## src/rtl/skvf_pkg.sv

```systemverilog
// Package of widths, reset values, codes and types for the velocity Kalman filter.
package skvf_pkg;

    // Field and fixed-point widths.
    localparam int DATA_W    = 24;
    localparam int FRAC_BITS = 16;
    localparam int K_W       = FRAC_BITS + 1;      // gain, 0 .. 1.0 inclusive
    localparam int DEN_W     = DATA_W + 1;         // p + R
    localparam int REM_W     = DEN_W + 1;          // divider remainder after shift
    localparam int DIFF_W    = DATA_W + 1;         // z - estimate
    localparam int STEP_W    = REM_W + 1;          // floor(k * diff / 2^FRAC_BITS)
    localparam int ESUM_W    = STEP_W + 1;
    localparam int TDATA_W   = 2 * DATA_W;
    localparam int CFG_IDX_W = 2;
    localparam int CNT_W     = $clog2(K_W + 1);

    // Fixed-point constants, worked out at elaboration.
    localparam longint ONE_L     = longint'(1) << FRAC_BITS;
    localparam longint U_MAX_L   = (longint'(1) << DATA_W) - 1;
    localparam longint S_MAX_L   = (longint'(1) << (DATA_W - 1)) - 1;
    localparam longint Q_RST_L   = (ONE_L + 50) / 100;
    localparam longint R_RST_L   = (3 * ONE_L + 5) / 10;

    localparam logic [K_W-1:0]    K_ONE     = K_W'(ONE_L);
    localparam logic [DATA_W-1:0] Q_RESET   = DATA_W'((Q_RST_L > U_MAX_L) ? U_MAX_L : Q_RST_L);
    localparam logic [DATA_W-1:0] R_RESET   = DATA_W'((R_RST_L > U_MAX_L) ? U_MAX_L : R_RST_L);
    localparam logic [DATA_W-1:0] EST_RESET = DATA_W'((ONE_L > S_MAX_L) ? S_MAX_L : ONE_L);
    localparam logic [DATA_W-1:0] VAR_RESET = Q_RESET;

    // Configuration register indexes.
    localparam logic [CFG_IDX_W-1:0] CFG_PROCESS_NOISE     = CFG_IDX_W'(0);
    localparam logic [CFG_IDX_W-1:0] CFG_MEASUREMENT_NOISE = CFG_IDX_W'(1);

    // Sequencer states.
    typedef enum logic [2:0] {
        ST_IDLE,
        ST_PREDICT,
        ST_SETUP,
        ST_DIVIDE,
        ST_MUL_SETUP,
        ST_MULTIPLY,
        ST_FINISH
    } fsm_state_t;

endpackage

```

## src/rtl/scalar_kalman_velocity_filter.sv

```systemverilog
// An accepted input beat passes through the states PREDICT, SETUP, DIVIDE,
// MUL_SETUP, MULTIPLY and FINISH in order; a new beat is taken only back in IDLE.
// The bit-serial restoring divider and the shift-and-add multipliers do the bulk
// of the work; a held output stalls only the FINISH state.
// Reset: asynchronous, active low; estimate 1.0, variance and noise registers
// take their power-on values, no result is pending.
module scalar_kalman_velocity_filter
    import skvf_pkg::*;
(
    input  logic                 clk,
    input  logic                 rst_n,
    // Input stream.
    input  logic                 s_tvalid,
    output logic                 s_tready,
    input  logic [TDATA_W-1:0]   s_tdata,   // [23:0] velocity_in, [47:24] curvature_in
    // Output stream.
    output logic                 m_tvalid,
    input  logic                 m_tready,
    output logic [TDATA_W-1:0]   m_tdata,   // [23:0] velocity_out, [47:24] curvature_out
    // Configuration writes.
    input  logic                 cfg_valid,
    output logic                 cfg_ready,
    input  logic [CFG_IDX_W-1:0] cfg_index,
    input  logic [DATA_W-1:0]    cfg_data
);

    fsm_state_t state_reg, state_next;
    logic [CNT_W-1:0] cnt_reg, cnt_next;
    logic             m_tvalid_reg, m_tvalid_next;
    logic             out_load;

    logic [DATA_W-1:0]        q_noise_reg;
    logic [DATA_W-1:0]        r_noise_reg;
    logic signed [DATA_W-1:0] est_reg;
    logic [DATA_W-1:0]        var_reg;

    logic signed [DATA_W-1:0] z_reg;
    logic [DATA_W-1:0]        curv_reg;
    logic [DATA_W-1:0]        p_reg;
    logic signed [DIFF_W-1:0] diff_reg;
    logic [DEN_W-1:0]         den_reg;
    logic [REM_W-1:0]         rem_reg;
    logic [FRAC_BITS-1:0]     quo_reg;
    logic [K_W-1:0]           kb_reg;
    logic [K_W-1:0]           mb_reg;
    logic signed [REM_W-1:0]  eacc_hi_reg;
    logic [K_W-1:0]           eacc_lo_reg;
    logic [DEN_W-1:0]         vacc_hi_reg;
    logic [K_W-1:0]           vacc_lo_reg;
    logic [TDATA_W-1:0]       m_tdata_reg;

    logic [DEN_W-1:0]         p_sum;
    logic [DATA_W-1:0]        p_sat;
    logic signed [DIFF_W-1:0] diff_val;
    logic [REM_W-1:0]         rem_sh;
    logic [REM_W-1:0]         den_ext;
    logic                     div_ge;
    logic [K_W-1:0]           k_val;
    logic signed [REM_W-1:0]  e_sum;
    logic [DEN_W-1:0]         v_sum;
    logic signed [STEP_W-1:0] step_val;
    logic signed [ESUM_W-1:0] est_sum;
    logic signed [DATA_W-1:0] est_sat;
    logic [REM_W-1:0]         var_prod;
    logic [DATA_W-1:0]        var_new;

    assign s_tready  = (state_reg == ST_IDLE);
    assign cfg_ready = 1'b1;
    assign m_tvalid  = m_tvalid_reg;
    assign m_tdata   = m_tdata_reg;

    // Predict: variance plus process noise, saturated at the unsigned maximum.
    assign p_sum = {1'b0, var_reg} + {1'b0, q_noise_reg};
    assign p_sat = p_sum[DEN_W-1] ? {DATA_W{1'b1}} : p_sum[DATA_W-1:0];
    assign diff_val = DIFF_W'(z_reg) - DIFF_W'(est_reg);

    // One restoring division step per cycle.
    assign rem_sh  = {rem_reg[REM_W-2:0], 1'b0};
    assign den_ext = {1'b0, den_reg};
    assign div_ge  = (rem_sh >= den_ext);

    // With no measurement noise the gain is exactly one, or zero when p is zero too.
    always_comb
    begin
        if (r_noise_reg == '0)
        begin
            k_val = (p_reg != '0) ? K_ONE : '0;
        end
        else
        begin
            k_val = {1'b0, quo_reg};
        end
    end

    // Shift-and-add multiply steps: k * diff (signed) and (1 - k) * p (unsigned).
    assign e_sum = eacc_hi_reg + (kb_reg[0] ? REM_W'(diff_reg) : '0);
    assign v_sum = vacc_hi_reg + (mb_reg[0] ? {1'b0, p_reg} : '0);

    // Results of the multiplies, shifted down by the fraction bits.
    assign step_val = {eacc_hi_reg, eacc_lo_reg[K_W-1:FRAC_BITS]};
    assign est_sum  = ESUM_W'(est_reg) + ESUM_W'(step_val);
    assign var_prod = {vacc_hi_reg, vacc_lo_reg[K_W-1:FRAC_BITS]};

    // Saturate the new estimate and clamp the new variance.
    always_comb
    begin
        if (est_sum > ESUM_W'(signed'(S_MAX_L)))
        begin
            est_sat = {1'b0, {(DATA_W-1){1'b1}}};
        end
        else if (est_sum < -ESUM_W'(signed'(S_MAX_L)) - ESUM_W'(1))
        begin
            est_sat = {1'b1, {(DATA_W-1){1'b0}}};
        end
        else
        begin
            est_sat = est_sum[DATA_W-1:0];
        end
        var_new = (|var_prod[REM_W-1:DATA_W]) ? {DATA_W{1'b1}} : var_prod[DATA_W-1:0];
    end

    // Sequencer: next state, step counter and output valid.
    always_comb
    begin
        state_next    = state_reg;
        cnt_next      = cnt_reg;
        m_tvalid_next = m_tvalid_reg;
        out_load      = 1'b0;
        if (m_tvalid_reg && m_tready)
        begin
            m_tvalid_next = 1'b0;
        end
        unique case (state_reg)
            ST_IDLE:
            begin
                if (s_tvalid)
                begin
                    state_next = ST_PREDICT;
                end
            end
            ST_PREDICT:
            begin
                state_next = ST_SETUP;
            end
            ST_SETUP:
            begin
                cnt_next   = CNT_W'(FRAC_BITS);
                state_next = ST_DIVIDE;
            end
            ST_DIVIDE:
            begin
                cnt_next = cnt_reg - CNT_W'(1);
                if (cnt_reg == CNT_W'(1))
                begin
                    state_next = ST_MUL_SETUP;
                end
            end
            ST_MUL_SETUP:
            begin
                cnt_next   = CNT_W'(K_W);
                state_next = ST_MULTIPLY;
            end
            ST_MULTIPLY:
            begin
                cnt_next = cnt_reg - CNT_W'(1);
                if (cnt_reg == CNT_W'(1))
                begin
                    state_next = ST_FINISH;
                end
            end
            ST_FINISH:
            begin
                if (!m_tvalid_reg || m_tready)
                begin
                    out_load      = 1'b1;
                    m_tvalid_next = 1'b1;
                    state_next    = ST_IDLE;
                end
            end
            default:
            begin
                state_next = ST_IDLE;
            end
        endcase
    end

    // Control state, configuration registers and filter state.
    always_ff @(posedge clk or negedge rst_n)
    begin
        if (!rst_n)
        begin
            state_reg    <= ST_IDLE;
            cnt_reg      <= '0;
            m_tvalid_reg <= 1'b0;
            q_noise_reg  <= Q_RESET;
            r_noise_reg  <= R_RESET;
            est_reg      <= EST_RESET;
            var_reg      <= VAR_RESET;
        end
        else
        begin
            state_reg    <= state_next;
            cnt_reg      <= cnt_next;
            m_tvalid_reg <= m_tvalid_next;
            if (cfg_valid)
            begin
                unique case (cfg_index)
                    CFG_PROCESS_NOISE:     q_noise_reg <= cfg_data;
                    CFG_MEASUREMENT_NOISE: r_noise_reg <= cfg_data;
                    default:               ;
                endcase
            end
            if (out_load)
            begin
                est_reg <= est_sat;
                var_reg <= var_new;
            end
        end
    end

    // Datapath registers for the item in flight.
    always_ff @(posedge clk)
    begin
        if (s_tvalid && s_tready)
        begin
            z_reg    <= s_tdata[DATA_W-1:0];
            curv_reg <= s_tdata[TDATA_W-1:DATA_W];
        end
        if (state_reg == ST_PREDICT)
        begin
            p_reg    <= p_sat;
            diff_reg <= diff_val;
        end
        if (state_reg == ST_SETUP)
        begin
            den_reg <= {1'b0, p_reg} + {1'b0, r_noise_reg};
            rem_reg <= REM_W'(p_reg);
        end
        if (state_reg == ST_DIVIDE)
        begin
            rem_reg <= div_ge ? (rem_sh - den_ext) : rem_sh;
            quo_reg <= {quo_reg[FRAC_BITS-2:0], div_ge};
        end
        if (state_reg == ST_MUL_SETUP)
        begin
            kb_reg      <= k_val;
            mb_reg      <= K_ONE - k_val;
            eacc_hi_reg <= '0;
            eacc_lo_reg <= '0;
            vacc_hi_reg <= '0;
            vacc_lo_reg <= '0;
        end
        if (state_reg == ST_MULTIPLY)
        begin
            eacc_hi_reg <= {e_sum[REM_W-1], e_sum[REM_W-1:1]};
            eacc_lo_reg <= {e_sum[0], eacc_lo_reg[K_W-1:1]};
            vacc_hi_reg <= {1'b0, v_sum[DEN_W-1:1]};
            vacc_lo_reg <= {v_sum[0], vacc_lo_reg[K_W-1:1]};
            kb_reg      <= {1'b0, kb_reg[K_W-1:1]};
            mb_reg      <= {1'b0, mb_reg[K_W-1:1]};
        end
        if (out_load)
        begin
            m_tdata_reg <= {curv_reg, est_sat};
        end
    end

endmodule

```

## config.mk

```make
export PLATFORM = sky130hd
export DESIGN_NAME = scalar_kalman_velocity_filter
export DESIGN_NICKNAME = d
export VERILOG_FILES = /design/src/rtl/skvf_pkg.sv /design/src/rtl/scalar_kalman_velocity_filter.sv
export SDC_FILE = /design/constraint.sdc
export NUM_CORES = 1
export LEC_CHECK = 0
export ABC_AREA = 1
export BUFFER_PORTS_ARGS = -buffer_cell sky130_fd_sc_hd__buf_2
export CAP_MARGIN = 10
export CORE_UTILIZATION = 55
export DETAILED_ROUTE_END_ITERATION = 6
export PLACE_DENSITY = 0.73
export SLEW_MARGIN = 15
export SYNTH_ARGS = -nofsm -noshare
export SYNTH_HDL_FRONTEND = slang
export SYNTH_SLANG_ARGS = --single-unit
```

## constraint.sdc

```tcl
create_clock -name clk -period 4.5 [get_ports clk]
set_input_delay 0.9 -clock clk [delete_from_list [all_inputs] [get_ports clk]]
set_output_delay 0.9 -clock clk [all_outputs]
set_load 0.02 [all_outputs]
```

==> impl_metrics.ini, run 1 <==
[placed_design]
post_dp_cell_area_um2 = 25710
dp.cells = 3535
gp_congestion = 0.9379
port_buffers = 128
dp_slack_ns = 1.318
hpwl_mm = 45.97

[yosys]
seq_area_frac_synth = 0.4702
ys_top_cells_by_area = edfxtp_1 (36%), nand2_1 (12%), ha_1 (8.9%)
synth_edf_count = 294
syn-instance-count = 2864
ys_warn_count = 0
synth_area_um2 = 24510
syn_nets = 3125
synth_cell_types = 58
yosysTopAreaCellShare = 0.3603
synth_common_cells = nand2_1 (751), inv_1 (359), edfxtp_1 (294)
ys_seq_elements = 401
ys.flop_type = edfxtp_1
avgSynthCellArea_um2 = 8.557
yosysMostFrequentCell = nand2_1
synth.largest_area_cell = edfxtp_1
synthArstFlopShare = 0.2618

[die]
die_h_um = 213.1
dieArea_um2 = 45410
start_util = 0.5627
row_count = 76
coreArea_um2 = 43550
die_w_um = 213.1
ioPinCount = 130

[sta]
period_needed_ns = 3.262
setup_viol = 0
whs_ns = 0.3636
setup_tns_ns = 0
tightest_slew_ns = 0.9251
rsz0062_at_grt = no
final-hold-violation-count = 0
clock.fmax_ghz = 0.3065
max_slew_margin = 0.3825
skew_ns = 0.01689
fin_crit_sh = 0.7250
setup_slack_ns = 1.238
slew_viol_final = 0

[worst_setup_path]
end_kind = flop
cp-start-kind = flop
critPathRequiredTime_ns = 4.83
path_max_fanout = 49
setup.worst_path.class = reg -> reg
worstPathArrival_ns = 3.60

[routing]
wl_per_cell_um = 16.68
routed_via_density = 5.434
finalWirelength_mm = 60.35
drcViolationCount = 0
drt_iter0_drc = 1417
ant_nets = 0
dr.pass1.iters = 5
vias = 19666

[grt]
grt_usage = 0.2691
grt_start_max_net_pins = 94
grt_pass1_vias = 19084
grt_overflow = 0
grt_pass1_wl_mm = 96.34
antenna_found_initial = 0

[layout]
largest_reg_flops = 48
drive_gt1_frac = 0.1015
seqCellArea_um2 = 11520
instances_no_fill = 3619
antenna_cells = 0
syn_to_final_growth_pct = 10.88
nFillCells = 3816
nets = 3258
design_area_um2 = 27170
multi_input_area_um2 = 11320

[power]
power_density_nw_per_um2 = 834.9
power_leakage_uw = 0.01269
ir_worst_vdd_mv = 0.5483

[hold_path]
hold_class = in -> async

[clocking]
cts_resized = 0
clk_pin_slew_worst_paths_ns = 0.06
insertion_delay_ns = 0.58
cts_tree = yes
cts_buffers = 45
clock-root-buffer = clkbuf_16
ctsHtreeMaxLevel = 2
cts_hold_buffers = 0
cts_setup_buffers = 0
clock_path_buffers = 3
cts.sinks = 401

[flow_run]
maxCapViolations = 0

[run_status]
status = finished, final reports clean
[per-stage QoR]
stage	util	power [µW]
2_1_floorplan	-	16050
3_3_place_gp	0.5903	18660
3_5_place_dp	0.5903	18930
4_1_cts	0.6238	22670
5_1_grt	0.6239	24620
6_report	0.6239	22690
[where the power goes]
group / internal [µW] / switching [µW] / total, µW
Sequential: 6070 / 930 / 7000
Clock: 2110 / 1520 / 3630
Combinational: 4040 / 8020 / 12100
[path summary, 6_finish.rpt]
check | start | endpoint | slack [ns] | cells past startpoint
max in group asynchronous | rst_n | est_reg[16] | 3.17 | 2
max reg2reg | rem_reg[16] | rem_reg[21] | 1.24 | 9
min | rst_n | var_reg[22] | 0.36 | 1
min reg2reg | curv_reg[7] | m_tdata[31] | 0.42 | 0
max | rem_reg[16] | rem_reg[21] | 1.24 | 9
min in group clk | curv_reg[7] | m_tdata[31] | 0.42 | 0
[routing by layer]
metal	track usage	wire [µm]	up-vias
li1	-	-	9893
met1	0.3830	28480	9207
met2	0.4336	27770	500
met3	0.03427	3060	66
met4	0.07021	1044	0
met5	0	0	-
[cell type report]
type,instances,share of cell area
timing repair buffer,142,0.02800
inverter,366,0.05056
tap,585,0.02694
sequential,401,0.4241
clock buffer,69,0.04895
clock inverter,15,0.004789
multi-input combinational,2041,0.4167
[worst max-delay path, stage by stage, from the launching register on]
cell      delay [ns]
edfxtp_1        0.39
ha_1            0.37
a21oi_1         0.20
o21ai_0         0.18
o21bai_1        0.22
a21oi_1         0.22
nand3_2         0.74
o21ai_0         0.46
o21bai_1        0.16
nand2_1         0.06
[cell usage in the layout (no fill, tap or decap), drive strengths merged, types with 42 or more instances in the layout]
cell type | synthesis | final
a21oi | 243 | 243
buf | 18 | 142
clkbuf | 38 | 69
dfrtp | 84 | 84
edfxtp | 294 | 294
ha | 175 | 175
inv | 366 | 369
nand2 | 785 | 785
nand3 | 93 | 93
nor2 | 201 | 201
o21ai | 263 | 263
xnor2 | 42 | 42
xor2 | 52 | 52
[cell families (layout without fill, tap and decap cells)]
group,Yosys count,after routing,share of synthesized area
buffers and inverters,422,592,0.06964
other,1,1,0.0001530
adders and majority gates,182,182,0.09507
and+or+nand+nor,1161,1161,0.1968
AOI/OAI and AO/OA,603,603,0.1346
DFF,401,401,0.4702
xor gates and xnor gates,94,94,0.03360
No activity file was read; power rests on OpenSTA's default activity.
==> inputs of run 2 (changes only) <==
--- a/config.mk
+++ b/config.mk
@@ -5,12 +5,12 @@
 export SDC_FILE = /design/constraint.sdc
 export NUM_CORES = 1
 export LEC_CHECK = 0
-export ABC_AREA = 1
+export ABC_AREA = 0
 export BUFFER_PORTS_ARGS = -buffer_cell sky130_fd_sc_hd__buf_2
 export CAP_MARGIN = 10
 export CORE_UTILIZATION = 55
 export DETAILED_ROUTE_END_ITERATION = 6
-export PLACE_DENSITY = 0.73
+export PLACE_DENSITY = 0.76
 export SLEW_MARGIN = 15
 export SYNTH_ARGS = -nofsm -noshare
 export SYNTH_HDL_FRONTEND = slang
==> constraint.sdc (replaced) <==
create_clock -name clk -period 2.75 [get_ports clk]
set_input_delay 0.55 -clock clk [delete_from_list [all_inputs] [get_ports clk]]
set_output_delay 0.55 -clock clk [all_outputs]
set_load 0.02 [all_outputs]
==> run 2 against run 1 <==
  * The run now ends with negative setup slack left
  * Core utilization up 12 points
  * Combinational power up 120%
  * Global-route usage up 1.6 points
  * Largest cell class is now multi-input combinational cells
  * Largest power group unchanged
==> impl_metrics.ini, run 2 <==
[worst_setup_path]
reg2reg_from = eacc_hi_reg[7]
critPathRequiredTime_ns = 3.09
path_max_fanout = 6
path_cells = ha_1, a21o_1, a21oi_1, nor2b_1, a31o_4, a21boi_4, o21ai_4, xor2_4, o31ai_4, buf_6, buf_8, buf_16, nand2_2
cp-start-kind = flop
setup.worst_path.class = reg -> reg
crit_slowest_cell = edfxtp_1
max_stage_delay_ns = 0.46
worstPathArrival_ns = 3.53
end_kind = flop
setup.worst_path.start = eacc_hi_reg[7]

[power]
power_leakage_uw = 0.01302
power_density_nw_per_um2 = 1348
ir_worst_vdd_mv = 0.7979

[placed_design]
hpwl_mm = 41.39
dp_slack_ns = -0.4962
gp_congestion = 0.9563
post_dp_cell_area_um2 = 26950
port_buffers = 128

[layout]
multi_input_area_um2 = 13370
antenna_cells = 0
design_area_um2 = 31340
final_cell_mix = buf_4 (313), edfxtp_1 (294), nor2_1 (201)
seqCellArea_um2 = 11530
nFillCells = 2535
nets = 2955
syn_to_final_growth_pct = 34.59
drive_gt1_frac = 0.3634
largest_reg_flops = 48
layout_commonest_cell = buf_4

[sta]
fin_crit_sh = 1.161
skew_ns = 0.03067
setup_slack_ns = -0.4422
final-hold-violation-count = 0
clock.fmax_ghz = 0.3133
period_needed_ns = 3.192
setup_tns_ns = -37.67
setup_viol = 128
slew_viol_final = 0
max_slew_margin = 0.3708
rsz0062_at_grt = yes
whs_ns = 0.1498
tightest_slew_ns = 0.9352

[yosys]
synth_fa_ha_area_frac = 0.1001
syn_nets = 2468
synth_common_cells = edfxtp_1 (294), nand2_1 (216), nor2_1 (208)
synth_compound_area_frac = 0.1505
seq_area_frac_synth = 0.4949
ys_warn_count = 0
synth_top_family_by_area = compound AO/OA/AOI/OAI gates
synth_edf_count = 294
yosys.area_share.simple = 0.1403
yosysMostFrequentCell = edfxtp_1
syn-instance-count = 2207
synthArstFlopShare = 0.2618
synth_xor_area_frac = 0.05003
synth.largest_area_cell = edfxtp_1
synth_area_um2 = 23280
ys_seq_elements = 401
avgSynthCellArea_um2 = 10.55
ys_top_cells_by_area = edfxtp_1 (38%), ha_1 (9.4%), dfrtp_1 (9.0%)
synth_mux_area_frac = 0.03536
synth_cell_types = 85
yosysTopAreaCellShare = 0.3792
ys.flop_type = edfxtp_1

[routing]
drt_iter0_drc = 1811
routed_via_density = 6.025
finalWirelength_mm = 66.62
ant_nets = 0
vias = 19677
dr.pass1.iters = 5
drcViolationCount = 0
wl_per_cell_um = 20.40

[grt]
grt_overflow = 0
grt_start_max_net_pins = 81
grt_pass1_wl_mm = 98.86
grt_pass1_vias = 19221
antenna_found_initial = 0
grt_usage = 0.2847

[clocking]
cts_tree = yes
clock-root-buffer = clkbuf_16
clk_pin_slew_worst_paths_ns = 0.07
insertion_delay_ns = 0.58
cts.sinks = 401
clock_path_buffers = 3
cts_buffers = 43
ctsHtreeMaxLevel = 2

[die]
die_h_um = 207.8
start_util = 0.5563
ioPinCount = 130
coreArea_um2 = 41850
dieArea_um2 = 43160
die_w_um = 207.8
row_count = 75

[run_status]
violations = negative setup slack
status = finished, violations left

[hold_path]
hold_class = in -> reg
min_from = s_tdata[34]

[flow_run]
maxCapViolations = 0
==> run 2: cell count changes in the layout (fill, tap and decap cells not counted), sizes merged, moves of 50 or more <==
| cell | delta |
|---|---|
| nand2 | -569 |
| o21ai | -130 |
| mux2 | +50 |
| nand3 | -65 |
| and2 | +50 |
| inv | -261 |
| buf | +359 |
| a21oi | -91 |
==> run 2: kinds of logic (layout without fill, tap and decap cells) <==
group	count (synthesis)	count (layout)
simple gates	695	695
compound gates	548	548
flops	401	401
fa+ha+maj	182	182
buf+inv	171	691
xor+xnor	133	133
mux	76	76
other cells	1	1
==> run 2: cell type report <==
type,instances,share of cell area
clock buffers,63,0.03965
clock inverters,15,0.003274
inverters,108,0.01306
multi-input cells,1635,0.4266
flip-flops and latches,401,0.3679
well taps,539,0.02152
repair buffers,505,0.1281
==> run 2: per-layer routing <==
metal	track usage	vias up	routed length, µm	part of all wire
li1	-	9033	-	-
met1	0.3619	9577	26500	0.40
met2	0.5013	861	33470	0.50
met3	0.02905	206	3809	0.057
met4	0.1101	0	2844	0.043
met5	0	-	0	0
==> run 2: path summary, 6_finish.rpt <==
path / endpoint / slack (ns) / cells past startpoint
worst max-delay path: m_tdata[0] / -0.44 / 13
worst min-delay path: curv_reg[10] / 0.15 / 1
worst max register to register: m_tdata[0] / -0.44 / 13
worst min register to register: m_tdata[26] / 0.42 / 0
max in group asynchronous: r_noise_reg[14] / 1.50 / 3
min in group asynchronous: est_reg[13] / 0.48 / 2
==> run 2: report_power, final <==
part           internal [µW]  switching (µW)  total (µW)
Combinational          12300           13900       26200
Clock                   3220            2420        5650
Sequential              9130            1230       10400
Total                  24700           17600       42200
==> run 2: critical path: cells and delay by family, from the launching register on <==
family	cells	cell delay, ns
buffers and inverters	3	0.45
xor gates and xnor gates	1	0.19
AOI/OAI and AO/OA	6	1.34
and+or+nand+nor	2	0.15
DFF	1	0.46
adders and majority gates	1	0.35
==> run 2: what timing repair did <==
item | in CTS | in global routing
endpoints found under the hold margin | 24 | 0
setup endpoints to repair | 141 | 151
hold buffers | 1 | 0
gates resized for setup | 277 | 203
pin swaps | 131 | 153
cloned | 12 | 2
setup buffers | 75 | 33
==> run 2: per-stage QoR <==
step / utilization / instances / total power, µW
after floorplan: - / 2207 / 22510
after global placement: 0.6439 / 3088 / 27850
after detailed placement: 0.6439 / 3088 / 28680
after CTS: 0.7238 / 3251 / 38990
after global routing: 0.7487 / 3266 / 44270
final: 0.7487 / 3266 / 42250
